## src/hdl/rthsl_pkg.sv

```systemverilog
// Shared constants and types for the RGB to HSL converter.
// Used by the channel interfaces, the pipelined divider, the core and its checker.
package rthsl_pkg;

   localparam int FRACTION_BITS_DEFAULT = 16;
   localparam int CHAN_WIDTH            = 8;
   // Widest divisor is twice six times the channel spread: 3060
   localparam int DEN_WIDTH             = 12;
   localparam int NUM_LANES             = 3;
   localparam int LANE_HUE              = 0;
   localparam int LANE_SAT              = 1;
   localparam int LANE_LIGHT            = 2;
   localparam int FRONT_STAGES          = 3;

   localparam logic [DEN_WIDTH-1:0] LIGHT_DEN = DEN_WIDTH'(510);

   typedef logic [CHAN_WIDTH-1:0] chan_type;

   typedef enum logic [1:0] {
      SECTOR_RED,
      SECTOR_GREEN,
      SECTOR_BLUE
   } sector_type;

endpackage

```

## src/hdl/rthsl_if.sv

```systemverilog
// Valid/ready channel interfaces for pixel requests and HSL responses.
// Depends on rthsl_pkg.
interface rthsl_req_if import rthsl_pkg::*; ();
   logic     valid;
   logic     ready;
   chan_type red_in;
   chan_type green_in;
   chan_type blue_in;

   modport source (output valid, red_in, green_in, blue_in, input ready);
   modport sink   (input valid, red_in, green_in, blue_in, output ready);
endinterface

interface rthsl_rsp_if import rthsl_pkg::*; #(
   parameter int FRACTION_BITS = FRACTION_BITS_DEFAULT
) ();
   logic                     valid;
   logic                     ready;
   logic [FRACTION_BITS-1:0] hue_out;
   logic [FRACTION_BITS-1:0] saturation_out;
   logic [FRACTION_BITS-1:0] lightness_out;

   modport source (output valid, hue_out, saturation_out, lightness_out, input ready);
   modport sink   (input valid, hue_out, saturation_out, lightness_out, output ready);
endinterface

```

## src/hdl/rthsl_divider.sv

```systemverilog
// Three-lane restoring divider, one quotient bit per pipeline stage.
// Depends on rthsl_pkg. Quotient must be known to fit in FRACTION_BITS bits.
module rthsl_divider import rthsl_pkg::*; #(
   parameter int FRACTION_BITS = FRACTION_BITS_DEFAULT
) (
   input  logic                                                 clock,
   input  logic                                                 reset,
   input  logic                                                 in_valid,
   output logic                                                 in_ready,
   input  logic [NUM_LANES-1:0][FRACTION_BITS+DEN_WIDTH-1:0]    in_dividend,
   input  logic [NUM_LANES-1:0][DEN_WIDTH-1:0]                  in_divisor,
   output logic                                                 out_valid,
   input  logic                                                 out_ready,
   output logic [NUM_LANES-1:0][FRACTION_BITS-1:0]              out_quotient
);

   localparam int FB = FRACTION_BITS;
   localparam int XW = FRACTION_BITS + DEN_WIDTH;

   typedef logic [NUM_LANES-1:0][DEN_WIDTH-1:0] den_vec_type;
   typedef logic [NUM_LANES-1:0][FB-1:0]        frac_vec_type;

   den_vec_type  rem_src [FB];
   frac_vec_type low_src [FB];
   frac_vec_type quo_src [FB];
   den_vec_type  dvs_src [FB];
   logic         vld_src [FB];

   den_vec_type  rem_in  [FB];
   frac_vec_type low_in  [FB];
   frac_vec_type quo_in  [FB];

   den_vec_type  rem_ff  [FB];
   frac_vec_type low_ff  [FB];
   frac_vec_type quo_ff  [FB];
   den_vec_type  dvs_ff  [FB];
   logic         vld_ff  [FB];

   logic         adv     [FB+1];

   assign adv[FB]      = out_ready;
   assign in_ready     = adv[0];
   assign out_valid    = vld_ff[FB-1];
   assign out_quotient = quo_ff[FB-1];

   for (genvar k = 0; k < FB; k++) begin : g_stage
      if (k == 0) begin : g_first
         // Upper dividend bits start as the partial remainder; they stay below the divisor
         always_comb begin
            for (int l = 0; l < NUM_LANES; l++) begin
               rem_src[k][l] = in_dividend[l][XW-1:FB];
               low_src[k][l] = in_dividend[l][FB-1:0];
               quo_src[k][l] = '0;
               dvs_src[k][l] = in_divisor[l];
            end
         end
         assign vld_src[k] = in_valid;
      end else begin : g_next
         assign rem_src[k] = rem_ff[k-1];
         assign low_src[k] = low_ff[k-1];
         assign quo_src[k] = quo_ff[k-1];
         assign dvs_src[k] = dvs_ff[k-1];
         assign vld_src[k] = vld_ff[k-1];
      end

      assign adv[k] = !vld_ff[k] || adv[k+1];

      always_comb begin
         logic [DEN_WIDTH:0] trial;
         logic               qbit;
         for (int l = 0; l < NUM_LANES; l++) begin
            trial = {rem_src[k][l], low_src[k][l][FB-1]};
            if (trial >= {1'b0, dvs_src[k][l]}) begin
               rem_in[k][l] = DEN_WIDTH'(trial - {1'b0, dvs_src[k][l]});
               qbit         = 1'b1;
            end else begin
               rem_in[k][l] = trial[DEN_WIDTH-1:0];
               qbit         = 1'b0;
            end
            low_in[k][l] = {low_src[k][l][FB-2:0], 1'b0};
            quo_in[k][l] = {quo_src[k][l][FB-2:0], qbit};
         end
      end

      always_ff @(posedge clock) begin
         if (reset) begin
            vld_ff[k] <= 1'b0;
         end else if (adv[k]) begin
            vld_ff[k] <= vld_src[k];
         end
         if (adv[k] && vld_src[k]) begin
            rem_ff[k] <= rem_in[k];
            low_ff[k] <= low_in[k];
            quo_ff[k] <= quo_in[k];
            dvs_ff[k] <= dvs_src[k];
         end
      end
   end

endmodule

```

## src/hdl/rgb_to_hsl_converter_core.sv

```systemverilog
// RGB to HSL converter core: takes one 8-bit RGB pixel per beat and returns hue,
// saturation and lightness as unsigned fractions of FRACTION_BITS bits, all ones
// meaning 1.0, each quotient rounded to nearest. A new pixel is taken every clock
// while the response side does not stall; each pixel passes through three front
// stages for max/min, sector offset and dividend setup, then one divider stage
// per quotient bit. Stages only hold when the response side stalls and
// the stage ahead is full, so bubbles are squeezed out. Depends on rthsl_pkg,
// rthsl_if and rthsl_divider.
module rgb_to_hsl_converter_core import rthsl_pkg::*; #(
   parameter int FRACTION_BITS = FRACTION_BITS_DEFAULT
) (
   input  logic        clock,
   input  logic        reset,
   rthsl_req_if.sink   req_chan,
   rthsl_rsp_if.source rsp_chan
);

   localparam int FB = FRACTION_BITS;
   localparam int XW = FRACTION_BITS + DEN_WIDTH;
   localparam logic [FB-1:0] CODE_ONE = '1;

   // Stage 1: channel extremes and sector
   chan_type   red1_ff, green1_ff, blue1_ff, max1_ff, min1_ff;
   chan_type   max1_in, min1_in;
   sector_type sector1_ff, sector1_in;
   logic       vld1_ff;

   // Stage 2: sum, spread, saturation denominator, hue offset
   logic [CHAN_WIDTH:0]   sum2_ff, sum2_in;
   chan_type              diff2_ff, diff2_in, sden2_ff, sden2_in;
   logic [DEN_WIDTH-1:0]  sixths2_ff, sixths2_in;
   logic                  vld2_ff;

   // Stage 3: dividends and divisors for the three lanes
   logic [NUM_LANES-1:0][XW-1:0]        dvd3_ff, dvd3_in;
   logic [NUM_LANES-1:0][DEN_WIDTH-1:0] dvs3_ff, dvs3_in;
   logic                                vld3_ff;

   logic adv1, adv2, adv3;
   logic div_in_ready, div_out_valid;
   logic [NUM_LANES-1:0][FB-1:0] div_quo;

   assign adv3           = !vld3_ff || div_in_ready;
   assign adv2           = !vld2_ff || adv3;
   assign adv1           = !vld1_ff || adv2;
   assign req_chan.ready = adv1;

   always_comb begin
      priority if (req_chan.red_in >= req_chan.green_in &&
                   req_chan.red_in >= req_chan.blue_in) begin
         sector1_in = SECTOR_RED;
         max1_in    = req_chan.red_in;
      end else if (req_chan.green_in >= req_chan.blue_in) begin
         sector1_in = SECTOR_GREEN;
         max1_in    = req_chan.green_in;
      end else begin
         sector1_in = SECTOR_BLUE;
         max1_in    = req_chan.blue_in;
      end
      min1_in = req_chan.red_in;
      if (req_chan.green_in < min1_in) min1_in = req_chan.green_in;
      if (req_chan.blue_in < min1_in) min1_in = req_chan.blue_in;
   end

   always_comb begin
      logic [DEN_WIDTH-1:0] d12;
      sum2_in  = {1'b0, max1_ff} + {1'b0, min1_ff};
      diff2_in = max1_ff - min1_ff;
      if (sum2_in > (CHAN_WIDTH+1)'(255)) begin
         sden2_in = CHAN_WIDTH'((CHAN_WIDTH+1)'(510) - sum2_in);
      end else begin
         sden2_in = sum2_in[CHAN_WIDTH-1:0];
      end
      d12 = DEN_WIDTH'(diff2_in);
      // Offsets wrap mod 2^DEN_WIDTH; the true value is always in [0, 6*diff) for a non-grey pixel
      unique case (sector1_ff)
         SECTOR_RED: begin
            if (green1_ff >= blue1_ff) begin
               sixths2_in = DEN_WIDTH'(green1_ff) - DEN_WIDTH'(blue1_ff);
            end else begin
               sixths2_in = (d12 << 2) + (d12 << 1) + DEN_WIDTH'(green1_ff)
                            - DEN_WIDTH'(blue1_ff);
            end
         end
         SECTOR_GREEN: sixths2_in = (d12 << 1) + DEN_WIDTH'(blue1_ff) - DEN_WIDTH'(red1_ff);
         SECTOR_BLUE:  sixths2_in = (d12 << 2) + DEN_WIDTH'(red1_ff) - DEN_WIDTH'(green1_ff);
         default:      sixths2_in = '0;
      endcase
   end

   // round(num * ONE / den) = floor((2*num*ONE + den) / (2*den)); grey maps to 0/1
   always_comb begin
      logic                                grey;
      logic [DEN_WIDTH-1:0]                d12;
      logic [NUM_LANES-1:0][DEN_WIDTH-1:0] num;
      logic [NUM_LANES-1:0][DEN_WIDTH-1:0] den;
      grey = (diff2_ff == '0);
      d12  = DEN_WIDTH'(diff2_ff);
      if (grey) begin
         num[LANE_HUE] = '0;
         den[LANE_HUE] = DEN_WIDTH'(1);
         num[LANE_SAT] = '0;
         den[LANE_SAT] = DEN_WIDTH'(1);
      end else begin
         num[LANE_HUE] = sixths2_ff;
         den[LANE_HUE] = (d12 << 2) + (d12 << 1);
         num[LANE_SAT] = d12;
         den[LANE_SAT] = DEN_WIDTH'(sden2_ff);
      end
      num[LANE_LIGHT] = DEN_WIDTH'(sum2_ff);
      den[LANE_LIGHT] = LIGHT_DEN;
      for (int l = 0; l < NUM_LANES; l++) begin
         dvd3_in[l] = (XW'(num[l]) << (FB + 1)) - (XW'(num[l]) << 1) + XW'(den[l]);
         dvs3_in[l] = den[l] << 1;
      end
   end

   always_ff @(posedge clock) begin
      if (reset) begin
         vld1_ff <= 1'b0;
         vld2_ff <= 1'b0;
         vld3_ff <= 1'b0;
      end else begin
         if (adv1) vld1_ff <= req_chan.valid;
         if (adv2) vld2_ff <= vld1_ff;
         if (adv3) vld3_ff <= vld2_ff;
      end
      if (adv1 && req_chan.valid) begin
         red1_ff    <= req_chan.red_in;
         green1_ff  <= req_chan.green_in;
         blue1_ff   <= req_chan.blue_in;
         max1_ff    <= max1_in;
         min1_ff    <= min1_in;
         sector1_ff <= sector1_in;
      end
      if (adv2 && vld1_ff) begin
         sum2_ff    <= sum2_in;
         diff2_ff   <= diff2_in;
         sden2_ff   <= sden2_in;
         sixths2_ff <= sixths2_in;
      end
      if (adv3 && vld2_ff) begin
         dvd3_ff <= dvd3_in;
         dvs3_ff <= dvs3_in;
      end
   end

   rthsl_divider #(
      .FRACTION_BITS (FRACTION_BITS)
   ) u_divider (
      .clock        (clock),
      .reset        (reset),
      .in_valid     (vld3_ff),
      .in_ready     (div_in_ready),
      .in_dividend  (dvd3_ff),
      .in_divisor   (dvs3_ff),
      .out_valid    (div_out_valid),
      .out_ready    (rsp_chan.ready),
      .out_quotient (div_quo)
   );

   // Hue that rounds up to a full turn wraps to zero
   assign rsp_chan.valid          = div_out_valid;
   assign rsp_chan.hue_out        = (div_quo[LANE_HUE] == CODE_ONE) ? '0 : div_quo[LANE_HUE];
   assign rsp_chan.saturation_out = div_quo[LANE_SAT];
   assign rsp_chan.lightness_out  = div_quo[LANE_LIGHT];

endmodule

```

## src/flat_wrapper.sv

```systemverilog
// flat-port wrapper written by rule: the top's interface ports become plain ports
module rgb_to_hsl_converter_core_flat import rthsl_pkg::*;
#(
   parameter int FRACTION_BITS = FRACTION_BITS_DEFAULT
)
  (clock, reset, req_chan_valid, req_chan_red_in, req_chan_green_in, req_chan_blue_in, req_chan_ready, rsp_chan_valid, rsp_chan_hue_out, rsp_chan_saturation_out, rsp_chan_lightness_out, rsp_chan_ready);
  rthsl_req_if req_chan_i ();
  rthsl_rsp_if #(.FRACTION_BITS(FRACTION_BITS)) rsp_chan_i ();
  input  logic clock;
  input  logic reset;
  input wire logic [$bits(req_chan_i.valid)-1:0] req_chan_valid;
  input wire logic [$bits(req_chan_i.red_in)-1:0] req_chan_red_in;
  input wire logic [$bits(req_chan_i.green_in)-1:0] req_chan_green_in;
  input wire logic [$bits(req_chan_i.blue_in)-1:0] req_chan_blue_in;
  output wire logic [$bits(req_chan_i.ready)-1:0] req_chan_ready;
  output wire logic [$bits(rsp_chan_i.valid)-1:0] rsp_chan_valid;
  output wire logic [$bits(rsp_chan_i.hue_out)-1:0] rsp_chan_hue_out;
  output wire logic [$bits(rsp_chan_i.saturation_out)-1:0] rsp_chan_saturation_out;
  output wire logic [$bits(rsp_chan_i.lightness_out)-1:0] rsp_chan_lightness_out;
  input wire logic [$bits(rsp_chan_i.ready)-1:0] rsp_chan_ready;
  assign req_chan_i.valid = req_chan_valid;
  assign req_chan_i.red_in = req_chan_red_in;
  assign req_chan_i.green_in = req_chan_green_in;
  assign req_chan_i.blue_in = req_chan_blue_in;
  assign req_chan_ready = req_chan_i.ready;
  assign rsp_chan_valid = rsp_chan_i.valid;
  assign rsp_chan_hue_out = rsp_chan_i.hue_out;
  assign rsp_chan_saturation_out = rsp_chan_i.saturation_out;
  assign rsp_chan_lightness_out = rsp_chan_i.lightness_out;
  assign rsp_chan_i.ready = rsp_chan_ready;
  rgb_to_hsl_converter_core #(.FRACTION_BITS(FRACTION_BITS)) u_core (.clock(clock), .reset(reset), .req_chan(req_chan_i), .rsp_chan(rsp_chan_i));
endmodule
```

## config.mk

```make
export PLATFORM = sky130hd
export DESIGN_NAME = rgb_to_hsl_converter_core_flat
export DESIGN_NICKNAME = d
export VERILOG_FILES = /design/src/hdl/rthsl_pkg.sv /design/src/hdl/rthsl_if.sv /design/src/hdl/rthsl_divider.sv /design/src/hdl/rgb_to_hsl_converter_core.sv /design/src/flat_wrapper.sv
export SDC_FILE = /design/constraint.sdc
export NUM_CORES = 2
export LEC_CHECK = 0
export ABC_AREA = 0
export BUFFER_PORTS_ARGS = -buffer_cell sky130_fd_sc_hd__buf_2
export CAP_MARGIN = 20
export CORE_MARGIN = 2
export CORE_UTILIZATION = 40
export CTS_BUF_LIST = sky130_fd_sc_hd__clkbuf_8
export CTS_CLUSTER_SIZE = 16
export DETAILED_ROUTE_END_ITERATION = 10
export PLACE_DENSITY = 0.63
export SYNTH_ARGS = -nofsm -noshare
export SYNTH_HDL_FRONTEND = slang
export SYNTH_SLANG_ARGS = --single-unit
```

## constraint.sdc

```tcl
create_clock -name clock -period 13.8 [get_ports clock]
set_input_delay 0.69 -clock clock [delete_from_list [all_inputs] [get_ports clock]]
set_output_delay 0.69 -clock clock [all_outputs]
set_load 0.005 [all_outputs]
```

### Word-level counts from Yosys, hierarchy flattened

Memory sizes are Yosys's and may differ from the RTL's.
Cells that the tools add are included.

* add/sub/neg operators: 66
* magnitude comparators: 55
* equality and inequality tests: 3
* multiplexer cells: 205
* bitwise gates (word level): 16
* reductions and logical operators: 60

Operator list (count)
* 13-bit by 12-bit >= comparator with 1-bit output: 47
* 12-bit two-way mux: 49
* 12-bit subtractor: 47
* 1-bit two-way mux: 146
* 20-bit two-way mux: 2
* 8-bit two-way mux: 5
* 12-bit one-hot mux with 3 select lines: 1
* 12-bit by 8-bit subtractor with 12-bit output: 3
* 8-bit >= comparator: 4
* 28-bit by 12-bit adder with 28-bit output: 1
* 28-bit by 8-bit adder with 28-bit output: 1
* 28-bit by 9-bit adder with 28-bit output, second input constant: 1
* 28-bit by 13-bit subtractor with 28-bit output: 1
* 26-bit by 10-bit subtractor with 27-bit output: 1
* 25-bit by 9-bit subtractor with 26-bit output: 1
* 10-bit by 9-bit adder with 11-bit output: 2
* 1-bit logical AND: 20
* 1-bit zero test: 19
* 1-bit logical OR: 19
* 16-bit equality test, second input constant: 1
* 8-bit less-than comparator: 2
* 16-bit two-way mux: 1
* 1-bit bitwise OR: 16
* 13-bit by 10-bit >= comparator with 1-bit output, second input constant: 1
* other kinds (14): 14

* register bits: 188
* RAM bits: 2656
* output and inout bits: 50
* logic and storage cells: 428
* memories: 5

Memories
* u_core.u_divider.quo_ff: depth 16, width 48, rd ports 16, clocked after memory_dff 0, write ports 16, line rthsl_divider.sv:35 `frac_vec_type quo_ff [FB];`
* u_core.u_divider.low_ff: depth 16, width 45, rd ports 15, clocked after memory_dff 0, write ports 16, line rthsl_divider.sv:34 `frac_vec_type low_ff [FB];`
* u_core.u_divider.dvs_ff: depth 16, width 36, rd ports 15, clocked after memory_dff 0, write ports 16, line rthsl_divider.sv:36 `den_vec_type dvs_ff [FB];`
* u_core.u_divider.rem_ff: depth 16, width 36, rd ports 15, clocked after memory_dff 0, write ports 16, line rthsl_divider.sv:33 `den_vec_type rem_ff [FB];`
* u_core.u_divider.vld_ff: depth 16, width 1, rd ports 16, clocked after memory_dff 0, write ports 16, line rthsl_divider.sv:37 `logic vld_ff [FB];`

### Logic depth before layout (Yosys ltp)

An unclocked memory read counts as a cell.

* depth after elaboration: 22
* gate-level depth with buffers: 22
* gate-level depth less buffers: 22

### By module

From an unflattened synthesis, not the netlist that was laid out.

* cell total of the unflattened synthesis: 7826
* area, all modules: 102708.5 µm²

Modules (own cells, without submodules)
* rthsl_divider: times used 1, cells each 6645, area each 90127.7 µm², seq. area each 55973.7 µm²
* rgb_to_hsl_converter_core: times used 1, cells each 1181, area each 12580.8 µm², seq. area each 5375.2 µm²

### Least setup slack after synthesis

OpenSTA, ideal clock, no wires.

* path kind: in2reg
* start point: input rsp_chan_ready
* end point: memory u_core.u_divider.dvs_ff[0][74] (netlist name) (enable)
* arrival: 8.941 ns
* data required time: 13.086 ns
* setup slack: 4.145 ns
* stages on the path: 7
* buffers on the path: 0
* cells stage by stage: nor2b_1 > and3_1 > and3_1 > nand3_1 > nor2_1 > and2_1 > a21boi_0

RTL lines
* start: declaration: line flat_wrapper.sv:20 `input wire logic [$bits(rsp_chan_i.ready)-1:0] rsp_chan_ready;`
* end: declaration: line rthsl_divider.sv:36

### Final worst setup path

* start point: register u_core.max1_ff[0]
* end point: register u_core.sixths2_ff[11] (data pin)

* longest elaborated chain between the ends: 6
* elaborated cells on any way between the ends: 10

RTL lines
* start: declaration: line rgb_to_hsl_converter_core.sv:23 `chan_type red1_ff, green1_ff, blue1_ff, max1_ff, min1_ff;`
* start signal: assignment: line rgb_to_hsl_converter_core.sv:132 `max1_ff <= max1_in;`
* 8-bit subtractor (*): line rgb_to_hsl_converter_core.sv:68 `diff2_in = max1_ff - min1_ff;`
* net u_core.diff2_in[2]: line rgb_to_hsl_converter_core.sv:30 `chan_type diff2_ff, diff2_in, sden2_ff, sden2_in;`
* 10-bit by 9-bit adder with 11-bit output: line rgb_to_hsl_converter_core.sv:81 `sixths2_in = (d12 << 2) + (d12 << 1) + DEN_WIDTH'(green1_ff)`
* 12-bit by 8-bit adder with 12-bit output: line rgb_to_hsl_converter_core.sv:81
* 12-bit by 8-bit subtractor with 12-bit output: line rgb_to_hsl_converter_core.sv:82 `- DEN_WIDTH'(blue1_ff);`
* 12-bit two-way mux: line rgb_to_hsl_converter_core.sv:78 `if (green1_ff >= blue1_ff) begin`
* 12-bit one-hot mux with 3 select lines (*): line rgb_to_hsl_converter_core.sv:76 `unique case (sector1_ff)`
* end signal: assignment: line rgb_to_hsl_converter_core.sv:140 `sixths2_ff <= sixths2_in;`
* end: declaration: line rgb_to_hsl_converter_core.sv:31 `logic [DEN_WIDTH-1:0] sixths2_ff, sixths2_in;`

Mark *: on every way through the listed nets, which the timed path passes. The rest lies on a longest branch.
A chain may end at the register's enable or synchronous reset.

==> impl_metrics.py <==
metrics = {
    "critical_path": {
        "r2r_setup_slack_ps": 8330,
        "criticalPathCategory": "reg -> reg",
        "crit_start": "u_core.max1_ff[0]",
        "endpoint_kind": "register",
        "required_ps": 14500,
        "r2r_start": "u_core.max1_ff[0]",
        "rr_worst_depth": 21,
        "cp.arrival_ps": 6170,
        "critPathLaunchType": "register",
        "critPathMaxFanout": 6,
        "endpoint": "u_core.sixths2_ff[11]",
        "r2r_end": "u_core.sixths2_ff[11]",
    },
    "detailed_routing": {
        "ant_nets": 0,
        "routed_wl_mm": 144,
        "wl_met2_mm": 73.1,
        "drt-met1-wl_mm": 60.7,
        "routed.top_layer": "met5",
        "avgViaCountPerCell": 4.95,
        "drt_iter0_markers": 2266,
        "dr_total_vias": 45900,
        "avgRoutedWirePerCell_um": 15.6,
        "wl_met3_mm": 5.58,
        "drc_errors": 0,
        "first_pass_iters": 5,
    },
    "min_path": {
        "hold_class": "in -> reg",
        "whs_path_depth": 3,
    },
    "finish": {
        "instances_no_fill": 9257,
        "drive_gt1_share_pct": 9.37,
        "syn_to_final_growth_pct": 11.8,
        "nNetsFinal": 6916,
        "fill_cells": 17800,
    },
    "sta": {
        "setup_violations": 0,
        "setup_tns_ps": 0,
        "fin_hold_ws_ps": 92.2,
        "worstMarginPinSlew_ps": 1020,
        "fin_crit_ps": 5470,
        "clock_skew_ps": 110,
        "final-max-slew-violation-count": 0,
        "timing.final.crit_share_pct": 39.7,
        "slew-limit-headroom_pct": 31.5,
        "hold_viol": 0,
        "rsz0062_at_grt": "no",
        "fmax_mhz": 183,
    },
    "yosys": {
        "syn_area_um2": 80300,
        "synth_cells": 6038,
        "avgSynthCellArea_um2": 13.3,
        "synth.net_count": 6569,
        "ys_types": 79,
        "synth_edf_count": 1740,
        "synth_top_cell_by_area": "edfxtp_1",
        "synth_top_area_share_pct": 65.1,
        "yosys.cell_count.top_type": "edfxtp_1",
        "yosysWarningCount": 0,
        "yosys-top-cells-count": "1740 x edfxtp_1, 549 x inv_1, 458 x nand2_1, 455 x ha_1, 353 x o21ai_0",
        "async_flop_share_pct": 0,
        "ys_ff_latch": 1743,
        "synth_area_leaders": "edfxtp_1 65%, ha_1 7.1%, xnor2_1 2.6%",
        "synth-main-ff-cell": "edfxtp_1",
        "ys_seq_area_share_pct": 65.1,
    },
    "global_route": {
        "antenna_found_initial": 3,
        "grt_pass1_wl_mm": 237,
        "grt_start_max_net_pins": 78,
        "grt_overflow": 0,
        "grt_use_total_pct": 14.2,
        "grt_pass1_vias": 47100,
    },
    "clocking": {
        "clockRootBuffer": "clkbuf_8",
        "cts.clk_slew.worst_paths_ps": 70,
        "clock_sinks": 1743,
        "cts_buffers": 308,
        "cts_tree": "done",
        "clockBufferDepth": 4,
        "post_cts_resized": 0,
        "worstSkewPairLatency_ps": 980,
        "htreeDepth": 5,
    },
    "place": {
        "dp_hpwl_mm": 105,
        "port_buffers": 77,
        "dp_cells": 8690,
        "gp_congestion": 0.871,
    },
    "pwr": {
        "ir_drop_mv": 0.165,
        "p_switching_mw": 3.38,
        "clkPwrFrac_pct": 33.7,
        "p_int_mw": 9.22,
        "p_leak_nw": 32.8,
        "power_frac_seq_pct": 48.1,
        "power_frac_comb_pct": 18.2,
        "sw_frac_of_total_pct": 26.8,
        "powerDensity_nw_per_um2": 140,
    },
    "floorplanning": {
        "io_pins": 78,
        "dieWidth_um": 452,
        "coreArea_um2": 200000,
        "initial_core_util_pct": 40.2,
        "fp.dieH_um": 452,
        "rows": 164,
        "die_area_um2": 204000,
    },
    "run_status": {
        "status": "completed",
    },
    "job": {
        "max-cap-violations": 0,
    },
}
-- area by class of cell --
class                      count  area, µm²  area share [%]
inverter                     550       2060            2.30
tap                         2656       3320            3.70
clock buffer                 313       4310            4.80
multi-input combinational   3630      25600            28.5
clock inverter               211       1140            1.27
sequential                  1743      52300            58.2
antenna                        2       5.00         0.00557
timing repair buffer         152       1060            1.18
-- per-stage QoR --
step / power [mW] / utilization (%) / cell area, µm² / setup WS, ps
after floorplan: 7.88 / - / 80300 / 4150
after global placement: 8.39 / 42.0 / 83900 / 8270
final: 12.6 / 45.0 / 89800 / 8330
after global routing: 13.3 / 45.0 / 89800 / 7940
after detailed placement: 8.42 / 42.0 / 83900 / 8390
after CTS: 12.8 / 44.9 / 89600 / 8330
-- power by group through the flow --
| stage | sequential, mW | combinational [mW] | clock, mW |
|---|---|---|---|
| 6_report | 6.06 | 2.29 | 4.25 |
| 5_1_grt | 6.06 | 2.57 | 4.65 |
| 4_1_cts | 6.06 | 2.28 | 4.42 |
| 3_5_place_dp | 6.17 | 2.25 | 0 |
| 3_3_place_gp | 6.17 | 2.22 | 0 |
| 2_1_floorplan | 6.11 | 1.77 | 0 |
-- layout by cell type (no fill, tap or decap), drive strengths merged, types with 67 or more instances in the layout --
master,instances
a21o,90
nor2b,191
clkbuf,315
nor3,84
ha,455
xnor2,242
buf,126
o31ai,89
o21a,67
nor2,311
edfxtp,1740
nand3,94
xor2,151
nor4,69
o21ai,358
a21oi,287
inv,633
nand2b,83
clkinv,107
nand2,459
nand4,106
-- worst max-delay path: stages (launching register included) --
cell and delay, ps:
edfxtp_1 400, inv_1 70, ha_1 160, inv_1 50
fa_1 420, xor2_1 480, inv_1 140, fa_1 480
inv_1 80, a21oi_1 60, o21ai_0 230, xor2_1 200
fa_1 440, ha_1 370, and3_1 200, a2111o_1 440
a21o_1 210, a21oi_1 210, o21ai_0 140, xor2_1 150
o21ai_0 170, nand3_1 90
-- how the worst min path moves through the flow --
stage | startpoint | end | slack [ps]
3_5_place_dp | u_core.u_divider.low_ff[0][55] | u_core.u_divider.low_ff[0][101] | 400
4_1_cts | req_chan_valid | u_core.vld1_ff | 30
5_1_grt | req_chan_valid | u_core.vld1_ff | 60
2_1_floorplan | u_core.u_divider.low_ff[0][54] | u_core.u_divider.low_ff[0][100] | 400
3_3_place_gp | u_core.u_divider.quo_ff[0][48] | u_core.u_divider.quo_ff[0][97] | 400
6_report | req_chan_valid | u_core.vld1_ff | 90
-- state kept, by name, summed over array words and instances (netlist names) --
| signal | flops |
|---|---|
| u_core.u_divider.rem_ff | 539 |
| u_core.u_divider.quo_ff | 408 |
| u_core.u_divider.low_ff | 333 |
| u_core.u_divider.dvs_ff | 267 |
| u_core.dvd3_ff | 83 |
| u_core.dvs3_ff | 17 |
| u_core.u_divider.vld_ff | 16 |
| u_core.sixths2_ff | 12 |
| u_core.blue1_ff | 8 |
| u_core.green1_ff | 8 |
| u_core.max1_ff | 8 |
| u_core.min1_ff | 8 |
| u_core.red1_ff | 8 |
| u_core.sden2_ff | 8 |
| u_core.sum2_ff | 8 |
| u_core.diff2_ff | 7 |
| u_core.sector1_ff | 2 |
| u_core.vld1_ff | 1 |
| u_core.vld2_ff | 1 |
| u_core.vld3_ff | 1 |
-- timing repair --
item                      4_1_cts  5_1_grt
setup buffers                   0        0
hold buffers                   24        0
hold endpoints to repair       24        0
-- cell families (layout without fill, tap and decap cells) --
logic type / Yosys count / in the layout / synth area share (%)
AND/OR/NAND/NOR: 1574 / 1574 / 9.70
flip-flops: 1743 / 1743 / 65.1
buffers and inverters: 665 / 1226 / 3.28
other: 1 / 3 / 0.00467
XOR/XNOR: 393 / 393 / 4.29
adder cells (fa/ha/maj): 503 / 503 / 8.29
multiplexers: 78 / 78 / 1.04
AO/OA/AOI/OAI: 1081 / 1081 / 8.27
-- routing by layer --
layer | vias up | track usage (%)
met2 | 851 | 25.3
met4 | 2 | 5.92
met3 | 353 | 2.63
met1 | 21800 | 16.7
li1 | 22900 | -
met5 | - | 0
Note: power is estimated with default switching activity, not from simulation.
